===== src/rtl/rlol_pkg.sv =====
`timescale 1ns / 1ps
// ----------------------------------------------------------------------------
// rlol_pkg
// Shared types and constants for the ring log offset lookup block.
// ----------------------------------------------------------------------------
package rlol_pkg;

  localparam int DEPTH_DEF = 16;

  localparam int HANDLE_W = 32;
  localparam int SIZE_W   = 20;
  localparam int OFFS_W   = 24;
  localparam int SLOT_W   = 4;

  // Request command codes.
  localparam logic CMD_ADD  = 1'b0;
  localparam logic CMD_FIND = 1'b1;

  typedef enum logic {
    ST_IDLE,
    ST_WALK
  } rlol_state_t;

  // Commands from the controller to the datapath.
  typedef struct packed {
    logic do_add;
    logic do_find;
    logic step;
    logic finish;
  } rlol_cmd_t;

  // Status from the datapath to the controller.
  typedef struct packed {
    logic exhausted;
    logic hit;
  } rlol_stat_t;

endpackage


===== src/rtl/rlol_ctrl.sv =====
`timescale 1ns / 1ps
// ----------------------------------------------------------------------------
// rlol_ctrl
// Request acceptance and the walk sequencer of the ring lookup.
// ----------------------------------------------------------------------------
module rlol_ctrl (
  input  logic               clk,
  input  logic               rst_n,
  input  logic               start,
  input  logic               in_cmd,
  input  rlol_pkg::rlol_stat_t stat,
  output rlol_pkg::rlol_cmd_t  cmd,
  output logic               busy
);

  rlol_pkg::rlol_state_t state_r, state_nxt;
  logic                  walk_end;

  assign walk_end = stat.exhausted | stat.hit;

  always_ff @(posedge clk) begin
    if (!rst_n) begin
      state_r <= rlol_pkg::ST_IDLE;
    end else begin
      state_r <= state_nxt;
    end
  end

  always_comb begin
    state_nxt = state_r;
    unique case (state_r)
      rlol_pkg::ST_IDLE: begin
        if (start && (in_cmd == rlol_pkg::CMD_FIND)) begin
          state_nxt = rlol_pkg::ST_WALK;
        end
      end
      rlol_pkg::ST_WALK: begin
        if (walk_end) begin
          state_nxt = rlol_pkg::ST_IDLE;
        end
      end
      default: state_nxt = rlol_pkg::ST_IDLE;
    endcase
  end

  always_comb begin
    cmd  = '0;
    busy = 1'b0;
    unique case (state_r)
      rlol_pkg::ST_IDLE: begin
        cmd.do_add  = start && (in_cmd == rlol_pkg::CMD_ADD);
        cmd.do_find = start && (in_cmd == rlol_pkg::CMD_FIND);
      end
      rlol_pkg::ST_WALK: begin
        busy       = 1'b1;
        cmd.step   = !walk_end;
        cmd.finish = walk_end;
      end
      default: begin
        busy = 1'b0;
      end
    endcase
  end

endmodule


===== src/rtl/rlol_datapath.sv =====
`timescale 1ns / 1ps
// ----------------------------------------------------------------------------
// rlol_datapath
// Slot memory, ring indices, walk registers and the result register.
// ----------------------------------------------------------------------------
module rlol_datapath #(
  parameter int DEPTH = rlol_pkg::DEPTH_DEF
) (
  input  logic                          clk,
  input  logic                          rst_n,
  input  rlol_pkg::rlol_cmd_t           cmd,
  output rlol_pkg::rlol_stat_t          stat,
  input  logic [rlol_pkg::HANDLE_W-1:0] in_entry_handle,
  input  logic [rlol_pkg::SIZE_W-1:0]   in_entry_size,
  input  logic [rlol_pkg::OFFS_W-1:0]   in_char_offset,
  output logic                          out_valid,
  output logic                          out_found,
  output logic [rlol_pkg::SLOT_W-1:0]   out_entry_slot,
  output logic [rlol_pkg::HANDLE_W-1:0] out_found_handle,
  output logic [rlol_pkg::SIZE_W-1:0]   out_byte_offset
);

  localparam int IW    = $clog2(DEPTH);
  localparam int CW    = $clog2(DEPTH + 1);
  localparam int WORDW = rlol_pkg::HANDLE_W + rlol_pkg::SIZE_W;

  logic [WORDW-1:0] mem [DEPTH];

  logic [IW-1:0] wr_idx_r, wr_idx_nxt;
  logic [IW-1:0] rd_idx_r, rd_idx_nxt;
  logic          full_r, full_nxt;

  logic [IW-1:0]                 cur_idx_r;
  logic [CW-1:0]                 cnt_r;
  logic [rlol_pkg::OFFS_W-1:0]   rem_r;
  logic [WORDW-1:0]              rd_data_r;

  logic [IW-1:0]                 rd_addr;
  logic                          rd_en;
  logic [IW-1:0]                 cur_idx_inc;
  logic [IW:0]                   fill_diff;
  logic [CW-1:0]                 fill_cnt;
  logic [rlol_pkg::SIZE_W-1:0]   cur_len;
  logic [rlol_pkg::HANDLE_W-1:0] cur_handle;
  logic [IW+rlol_pkg::SLOT_W-1:0] slot_ext;

  logic                          out_valid_r;
  logic                          out_found_r;
  logic [rlol_pkg::SLOT_W-1:0]   out_slot_r;
  logic [rlol_pkg::HANDLE_W-1:0] out_handle_r;
  logic [rlol_pkg::SIZE_W-1:0]   out_offs_r;

  function automatic logic [IW-1:0] inc_idx(input logic [IW-1:0] i);
    inc_idx = (i == IW'(DEPTH - 1)) ? '0 : i + 1'b1;
  endfunction

  // Ring index update on an add; a full ring drops its oldest entry.
  always_comb begin
    wr_idx_nxt = wr_idx_r;
    rd_idx_nxt = rd_idx_r;
    full_nxt   = full_r;
    if (cmd.do_add) begin
      wr_idx_nxt = inc_idx(wr_idx_r);
      if (full_r) begin
        rd_idx_nxt = inc_idx(rd_idx_r);
      end else begin
        full_nxt = (inc_idx(wr_idx_r) == rd_idx_r);
      end
    end
  end

  always_ff @(posedge clk) begin
    if (!rst_n) begin
      wr_idx_r <= '0;
      rd_idx_r <= '0;
      full_r   <= 1'b0;
    end else begin
      wr_idx_r <= wr_idx_nxt;
      rd_idx_r <= rd_idx_nxt;
      full_r   <= full_nxt;
    end
  end

  always_ff @(posedge clk) begin
    if (cmd.do_add) begin
      mem[wr_idx_r] <= {in_entry_handle, in_entry_size};
    end
  end

  // The read for the next slot is issued while the current one is checked.
  assign cur_idx_inc = inc_idx(cur_idx_r);
  assign rd_addr     = cmd.do_find ? rd_idx_r : cur_idx_inc;
  assign rd_en       = cmd.do_find | cmd.step;

  always_ff @(posedge clk) begin
    if (rd_en) begin
      rd_data_r <= mem[rd_addr];
    end
  end

  assign fill_diff = {1'b0, wr_idx_r} + (IW + 1)'(DEPTH) - {1'b0, rd_idx_r};
  always_comb begin
    if (full_r) begin
      fill_cnt = CW'(DEPTH);
    end else if (wr_idx_r >= rd_idx_r) begin
      fill_cnt = CW'(wr_idx_r - rd_idx_r);
    end else begin
      fill_cnt = CW'(fill_diff);
    end
  end

  assign cur_handle = rd_data_r[WORDW-1:rlol_pkg::SIZE_W];
  assign cur_len    = rd_data_r[rlol_pkg::SIZE_W-1:0];

  assign stat.exhausted = (cnt_r == '0);
  assign stat.hit       = (cnt_r != '0) &&
                          ({{(rlol_pkg::OFFS_W - rlol_pkg::SIZE_W){1'b0}}, cur_len} > rem_r);

  always_ff @(posedge clk) begin
    if (cmd.do_find) begin
      cur_idx_r <= rd_idx_r;
      cnt_r     <= fill_cnt;
      rem_r     <= in_char_offset;
    end else if (cmd.step) begin
      cur_idx_r <= cur_idx_inc;
      cnt_r     <= cnt_r - 1'b1;
      rem_r     <= rem_r - rlol_pkg::OFFS_W'(cur_len);
    end
  end

  assign slot_ext = (IW + rlol_pkg::SLOT_W)'(cur_idx_r);

  always_ff @(posedge clk) begin
    if (!rst_n) begin
      out_valid_r <= 1'b0;
    end else begin
      out_valid_r <= cmd.finish;
    end
  end

  always_ff @(posedge clk) begin
    if (cmd.finish) begin
      out_found_r <= stat.hit;
      if (stat.hit) begin
        out_slot_r   <= slot_ext[rlol_pkg::SLOT_W-1:0];
        out_handle_r <= cur_handle;
        out_offs_r   <= rem_r[rlol_pkg::SIZE_W-1:0];
      end else begin
        out_slot_r   <= '0;
        out_handle_r <= '0;
        out_offs_r   <= '0;
      end
    end
  end

  assign out_valid        = out_valid_r;
  assign out_found        = out_found_r;
  assign out_entry_slot   = out_slot_r;
  assign out_found_handle = out_handle_r;
  assign out_byte_offset  = out_offs_r;

endmodule


===== src/rtl/ring_log_offset_lookup.sv =====
`timescale 1ns / 1ps
// ----------------------------------------------------------------------------
// ring_log_offset_lookup
// Overwrite-oldest ring of handle/length entries with character offset lookup.
// ----------------------------------------------------------------------------
// A request is taken when start is high and busy is low. An add request keeps
// busy low and gives no result. A find request raises busy and walks the
// stored entries oldest first, one slot per cycle through the registered read
// port of the slot memory, until it reaches the entry that holds the offset or
// has passed all stored entries. The result appears on the out_ ports for
// exactly one cycle, marked by out_valid, in the first cycle with busy low; a
// new request may be taken in that same cycle. The result cannot be held off,
// so the receiver must capture it when out_valid is high.
// ----------------------------------------------------------------------------
module ring_log_offset_lookup #(
  parameter int DEPTH = rlol_pkg::DEPTH_DEF
) (
  input  logic                          clk,
  input  logic                          rst_n,
  input  logic                          start,
  output logic                          busy,
  input  logic                          in_cmd,
  input  logic [rlol_pkg::HANDLE_W-1:0] in_entry_handle,
  input  logic [rlol_pkg::SIZE_W-1:0]   in_entry_size,
  input  logic [rlol_pkg::OFFS_W-1:0]   in_char_offset,
  output logic                          out_valid,
  output logic                          out_found,
  output logic [rlol_pkg::SLOT_W-1:0]   out_entry_slot,
  output logic [rlol_pkg::HANDLE_W-1:0] out_found_handle,
  output logic [rlol_pkg::SIZE_W-1:0]   out_byte_offset
);

  rlol_pkg::rlol_cmd_t  cmd;
  rlol_pkg::rlol_stat_t stat;

  rlol_ctrl u_ctrl (
    .clk    (clk),
    .rst_n  (rst_n),
    .start  (start),
    .in_cmd (in_cmd),
    .stat   (stat),
    .cmd    (cmd),
    .busy   (busy)
  );

  rlol_datapath #(
    .DEPTH (DEPTH)
  ) u_dp (
    .clk              (clk),
    .rst_n            (rst_n),
    .cmd              (cmd),
    .stat             (stat),
    .in_entry_handle  (in_entry_handle),
    .in_entry_size    (in_entry_size),
    .in_char_offset   (in_char_offset),
    .out_valid        (out_valid),
    .out_found        (out_found),
    .out_entry_slot   (out_entry_slot),
    .out_found_handle (out_found_handle),
    .out_byte_offset  (out_byte_offset)
  );

  // A find request always starts a walk.
  a_find_starts_walk: assert property (@(posedge clk) disable iff (!rst_n)
    (start && !busy && (in_cmd == rlol_pkg::CMD_FIND)) |=> busy)
    else $error("find request did not start a walk");

  // Each result ends a walk, so two results never come back to back.
  a_result_after_walk: assert property (@(posedge clk) disable iff (!rst_n)
    out_valid |-> ($past(busy) && !$past(out_valid)))
    else $error("result without a preceding walk");

  // A miss reports all result fields as zero.
  a_miss_zero: assert property (@(posedge clk) disable iff (!rst_n)
    (out_valid && !out_found) |->
      ((out_entry_slot == '0) && (out_found_handle == '0) && (out_byte_offset == '0)))
    else $error("miss result carries nonzero fields");

  // Control and walk commands are mutually exclusive.
  a_cmd_onehot: assert property (@(posedge clk) disable iff (!rst_n)
    $onehot0({cmd.do_add, cmd.do_find, cmd.step, cmd.finish}))
    else $error("conflicting datapath commands");

endmodule


===== config.mk =====
export PLATFORM = sky130hd
export DESIGN_NAME = ring_log_offset_lookup
export DESIGN_NICKNAME = d
export VERILOG_FILES = /design/src/rtl/rlol_pkg.sv /design/src/rtl/rlol_ctrl.sv /design/src/rtl/rlol_datapath.sv /design/src/rtl/ring_log_offset_lookup.sv
export SDC_FILE = /design/constraint.sdc
export NUM_CORES = 1
export LEC_CHECK = 0
export ABC_AREA = 1
export BUFFER_PORTS_ARGS = -buffer_cell sky130_fd_sc_hd__buf_2
export CAP_MARGIN = 20
export CORE_MARGIN = 8
export CORE_UTILIZATION = 45
export DETAILED_ROUTE_END_ITERATION = 8
export GPL_ROUTABILITY_DRIVEN = 0
export HOLD_SLACK_MARGIN = 0.02
export PLACE_DENSITY_LB_ADDON = 0.25
export SKIP_CTS_REPAIR_TIMING = 1
export SLEW_MARGIN = 20
export SYNTH_ARGS = -nofsm -noshare
export SYNTH_HDL_FRONTEND = slang
export SYNTH_HIERARCHICAL = 1
export SYNTH_SLANG_ARGS = --single-unit
export TNS_END_PERCENT = 5

===== constraint.sdc =====
create_clock -name clk -period 5.07 [get_ports clk]
set_input_delay 0.507 -clock clk [delete_from_list [all_inputs] [get_ports clk]]
set_output_delay 0.507 -clock clk [all_outputs]
set_load 0.02 [all_outputs]

## Word level (Yosys, flattened, before mapping)

Memory sizes are Yosys's and may differ from the RTL's. A register that Yosys moved wholly into a read port is not among the register bits.
Cells that the tools add are included.

- Bits in registers: 101
- Memory bits (writable): 832
- Bits of input ports: 80
- Output and inout port bits: 59
- Logic and storage cells: 60
- Memories kept: 1

Memory list:

| name | depth | width | rd ports | clocked after memory_dff | wr ports | RTL line | text |
|---|---|---|---|---|---|---|---|
| u_dp.mem | 16 | 52 | 1 | 1 | 1 | rlol_datapath.sv:27 | `logic [WORDW-1:0] mem [DEPTH];` |

- Add/subtract/negate cells: 8
- Magnitude comparators: 2
- Equality and inequality tests: 4
- Multiplexer cells: 21
- Bitwise gates (word level): 4
- Reduce and logical (&&, ||, !) cells: 8

Operators with widths:

| operator | number |
|---|---|
| $mux 24 | 2 |
| $gt 20x24->1 | 1 |
| $mux 4 | 6 |
| $sub 24x20->24 | 1 |
| $mux 5 | 4 |
| $add 4x1->4 const B | 3 |
| $eq 4x4->1 const B | 3 |
| $mux 1 | 6 |
| $add 4x5->5 const B | 1 |
| $logic_not 5->1 | 1 |
| $reduce_bool 5->1 | 1 |
| $sub 4x4->5 | 1 |
| $sub 5x1->5 const B | 1 |
| $sub 5x4->5 | 1 |
| $eq 4x4->1 | 1 |
| $ge 4x4->1 | 1 |
| $mux 2 | 2 |
| $logic_and 1x1->1 | 3 |
| $not 1->1 | 2 |
| $or 1x1->1 | 2 |
| $pmux 1 s2 | 1 |
| $reduce_and 2->1 | 1 |
| $reduce_bool 2->1 | 1 |
| $logic_not 1->1 | 1 |

## Longest topological paths before layout

- Depth in word-level cells: 7
- Gate-level depth with buffers: 15
- Depth with buffers taken out: 15

## Cells and area by module

Netlist, hierarchy kept.

Modules (own cells, without submodules):

| module | instances | cells each | area each (um^2) | sequential area each (um^2) |
|---|---|---|---|---|
| rlol_datapath | 1 | 3923 | 42480.7 | 29448.2 |
| rlol_ctrl | 1 | 13 | 78.8 | 20.0 |

## Least setup slack after synthesis

OpenSTA, ideal clock, no wires.

- Path type: reg-to-reg
- Start point: register u_dp/rem_r[0] (netlist name)
- End point: register u_dp.out_offs_r (netlist bit u_dp/out_byte_offset[0]) (enable)
- Setup time: 493 ps
- Data arrival time: 4522 ps
- Required time: 4577 ps
- Path slack: 55 ps
- Stages on the path, launching flop included: 13
- Buffers on the path: 0
- Period minus slack after synthesis: 5015 ps
- Cells stage by stage: edfxtp_1 inv_1 ha_1 inv_1 fa_1 nand2_1 nand2_1 and2_1 nand3b_1 nand3_1 nor2_2 inv_1 a21oi_1

RTL lines:

| what | RTL line | text |
|---|---|---|
| start: declaration | rlol_datapath.sv:35 | `logic [rlol_pkg::OFFS_W-1:0] rem_r;` |
| start signal: assignment | rlol_datapath.sv:123 | `rem_r <= in_char_offset;` |
| start signal: assignment | rlol_datapath.sv:127 | `rem_r <= rem_r - rlol_pkg::OFFS_W'(cur_len);` |
| end signal: assignment | rlol_datapath.sv:147 | `out_offs_r <= rem_r[rlol_pkg::SIZE_W-1:0];` |
| end: declaration | rlol_datapath.sv:51 | `logic [rlol_pkg::SIZE_W-1:0] out_offs_r;` |

==> impl_summary.txt <==
----------------------------------------------------
[Worst setup path]
  Critical path launch point type ... flip-flop
  CP endpoint kind ... flip-flop
  Critical path class ... flip-flop to flip-flop
  CP max FO ... 44
  Critical path data arrival time ... 4190 ps
  Required @ worst endpoint ... 5360 ps

[Global route]
  Maximum number of pins on one net before global-route repair ... 198
  Antenna violations before repair ... 14
  Overall Global Routing Usage ... 0.209
  Number of global-route vias before repair ... 27793
  Total grt overflow ... 0
  First-pass GRT wire length ... 169 mm

[Clocking]
  CTS clk-pin slew, worst paths ... 60 ps
  Max Buffers Root-to-Sink ... 3
  CTS tree ... yes
  H-tree lvl count ... 3
  Root Buffer Master ... sky130_fd_sc_hd__clkbuf_16
  Clk sink count ... 985
  Total CTS buffers ... 100
  Worst-Skew Late Latency ... 670 ps

[Floorplan]
  Core Rows ... 113
  Core Area ... 0.0943 sq mm
  Initial Util ... 0.451
  Area of the die ... 0.105 sq mm
  Horizontal extent of the die ... 324 um
  Chip height ... 324 um
  Number of ports placed on the die boundary ... 139

[Yosys]
  Post-synth EDFFs ... 974
  Yosys warnings ... 6
  Cell Area, Synth ... 0.0426 sq mm
  Commonest register cell after synthesis ... sky130_fd_sc_hd__edfxtp_1
  Flops & latches, synth ... 985
  Proportion of register bits with asynchronous set or reset after synthesis ... 0
  Mean instance size in the synthesized netlist ... 10.8 sq um
  Sequential cell area fraction in the yosys report ... 0.692
  Count of distinct cell types in the synthesized netlist ... 36
  Synthesized net count ... 4050
  Synthesized instance count ... 3936

[Power]
  IR Drop Worst-Case VDD ... 255 uV
  PD cells ... 419 mW/mm^2
  Leak Pwr ... 19.1 nW
  Post-layout total power ... 20.0 mW

[Finish]
  Final #Nets ... 4127
  Post-Layout Inst Area ... 0.0478 sq mm
  Share of post-route cells with drive strength above 1 ... 0.0979
  Commonest cells after routing, fill and taps aside ... sky130_fd_sc_hd__nand2_1 (1421), sky130_fd_sc_hd__edfxtp_1 (974), sky130_fd_sc_hd__nand3_1 (776)
  Share of the core filled with cells in the final layout ... 0.506
  Area delta synth->final ... 12.2%
  Most frequent standard cell in the layout excluding fill and tap cells ... sky130_fd_sc_hd__nand2_1

[STA]
  Achievable clock frequency ... 256 MHz
  Remaining max-slew budget at the tightest pin ... 0.237
  Worst hold slack ... 125 ps
  Transition at the pin with the smallest max-transition slack ... 1140 ps
  Min Clock Period, post-route ... 3900 ps
  Final number of hold-violating endpoints ... 0
  Finish-stage setup viols ... 0
  Share of the cycle needed by the critical path after routing ... 0.769
  Post-Route Skew ... 25.8 ps
  Setup repair after global routing missed its margin ... no
  Total negative slack for setup checks ... 0 ps
  Final max-slew violation count ... 0

[Routing]
  Starting DRC count in detailed routing ... 2887
  Vias per cell ... 5.36
  Total vias in the final route ... 28773
  Number of detailed-routing iterations run before antenna repair ... 6
  Post-route DRC violation count ... 0
  Post-detailed-routing wire length ... 111 mm
  Number of routed nets with antenna violations ... 0
  Detail-routed net length per standard cell ... 20.6 um

[Placed design]
  Post-DP Area ... 0.0446 sq mm
  Number of port buffers ... 138
  HPWL after detailed placement ... 58.1 mm

[Min path]
  Type of the tightest min-delay check ... input port to flip-flop

[Job]
  Max-cap violations ... 0

[Run status]
  Status ... finished clean

----------------------------------------------------
[kinds of logic (layout without fill, tap and decap cells)]
group	Yosys count	after routing	synth area share
AND/OR/NAND/NOR	2394	2394	0.241
adder cells (fa/ha/maj)	34	34	0.0103
flip-flops	985	985	0.692
other	0	9	0
XOR/XNOR	11	11	0.00226
AO/OA/AOI/OAI	51	51	0.00676
buffers and inverters	461	622	0.0472
[path summary, 6_finish.rpt]
check | start | end | slack [ps] | cells past startpoint
setup reg to reg | u_dp/rd_data_r[19]$_DFFE_PP_ | u_dp/rd_data_r[40]$_DFFE_PP_ | 1170 | 14
setup / recovery | u_dp/rd_data_r[19]$_DFFE_PP_ | u_dp/rd_data_r[40]$_DFFE_PP_ | 1170 | 14
hold / removal | in_char_offset[22] | u_dp/rem_r[22]$_DFFE_PP_ | 120 | 3
hold reg to reg | u_dp/full_r$_SDFFE_PN0P_ | u_dp/full_r$_SDFFE_PN0P_ | 530 | 2
[per-stage QoR]
step	cells	setup slack (ps)
floorplan	3936	55.2
global placement	5176	1180
detailed placement	5176	1190
CTS	5362	1180
global route	5366	947
finish	5371	1170
[synth_stat cells, drive strengths merged, types with 6 or more instances]
library cell,instances,area share
buf,155,0.020
nand3b,60,0.011
xor2,6,0.0012
nand4,8,0.0012
dfxtp,11,0.0052
nand2,1424,0.13
a21oi,26,0.0032
nand3,778,0.092
clkbuf,75,0.0066
ha,32,0.0094
edfxtp,974,0.69
o21ai,19,0.0023
nor2,115,0.011
inv,230,0.020
[per-layer routing]
layer | wire length, um | vias to the layer above | part of all wire | GRT usage
li1 | - | 13582 | - | -
met1 | 47800 | 14004 | 0.43 | 0.292
met4 | 2470 | 4 | 0.022 | 0.0639
met3 | 8740 | 167 | 0.079 | 0.0350
met2 | 51600 | 1016 | 0.47 | 0.336
met5 | 19 | - | 0.00017 | 0
[flip-flops by register name (all words and copies together) (netlist names)]
register,cells
u_ctrl/state_r,1
u_dp/cnt_r,5
u_dp/cur_idx_r,4
u_dp/full_r,1
u_dp/mem,832
u_dp/out_byte_offset,20
u_dp/out_entry_slot,4
u_dp/out_found,1
u_dp/out_found_handle,32
u_dp/out_valid,1
u_dp/rd_data_r,52
u_dp/rd_idx_r,4
u_dp/rem_r,24
u_dp/wr_idx_r,4
[where the power goes]
part / internal, mW / switching, mW / leakage [nW]
Combinational: 1.03 / 2.48 / 8.51
Sequential: 9.28 / 0.120 / 9.02
Clock: 4.06 / 3.03 / 1.56
[critical path: stages (launching register included)]
cell and delay, ps:
sky130_fd_sc_hd__edfxtp_1 590, sky130_fd_sc_hd__inv_1 80, sky130_fd_sc_hd__ha_1 420, sky130_fd_sc_hd__nand2_1 120, sky130_fd_sc_hd__inv_2 80, sky130_fd_sc_hd__nand2_1 70, sky130_fd_sc_hd__nor2_1 180, sky130_fd_sc_hd__nand3b_1 120
sky130_fd_sc_hd__nand3_1 140, sky130_fd_sc_hd__nor2_2 80, sky130_fd_sc_hd__inv_1 110, sky130_fd_sc_hd__nand3_1 110, sky130_fd_sc_hd__inv_1 70, sky130_fd_sc_hd__or2_4 700, sky130_fd_sc_hd__buf_4 590
[area by class of cell]
class,instances,area [sq um]
clock buffers,120,2640
repair buffers,205,1380
inverters,231,877
flip-flops and latches,985,29500
diodes,9,22.5
fillers,8243,46500
well taps,1265,1580
multi-input cells,2490,11300
clock inverters,66,518
Power figures use the tool's default switching activity.
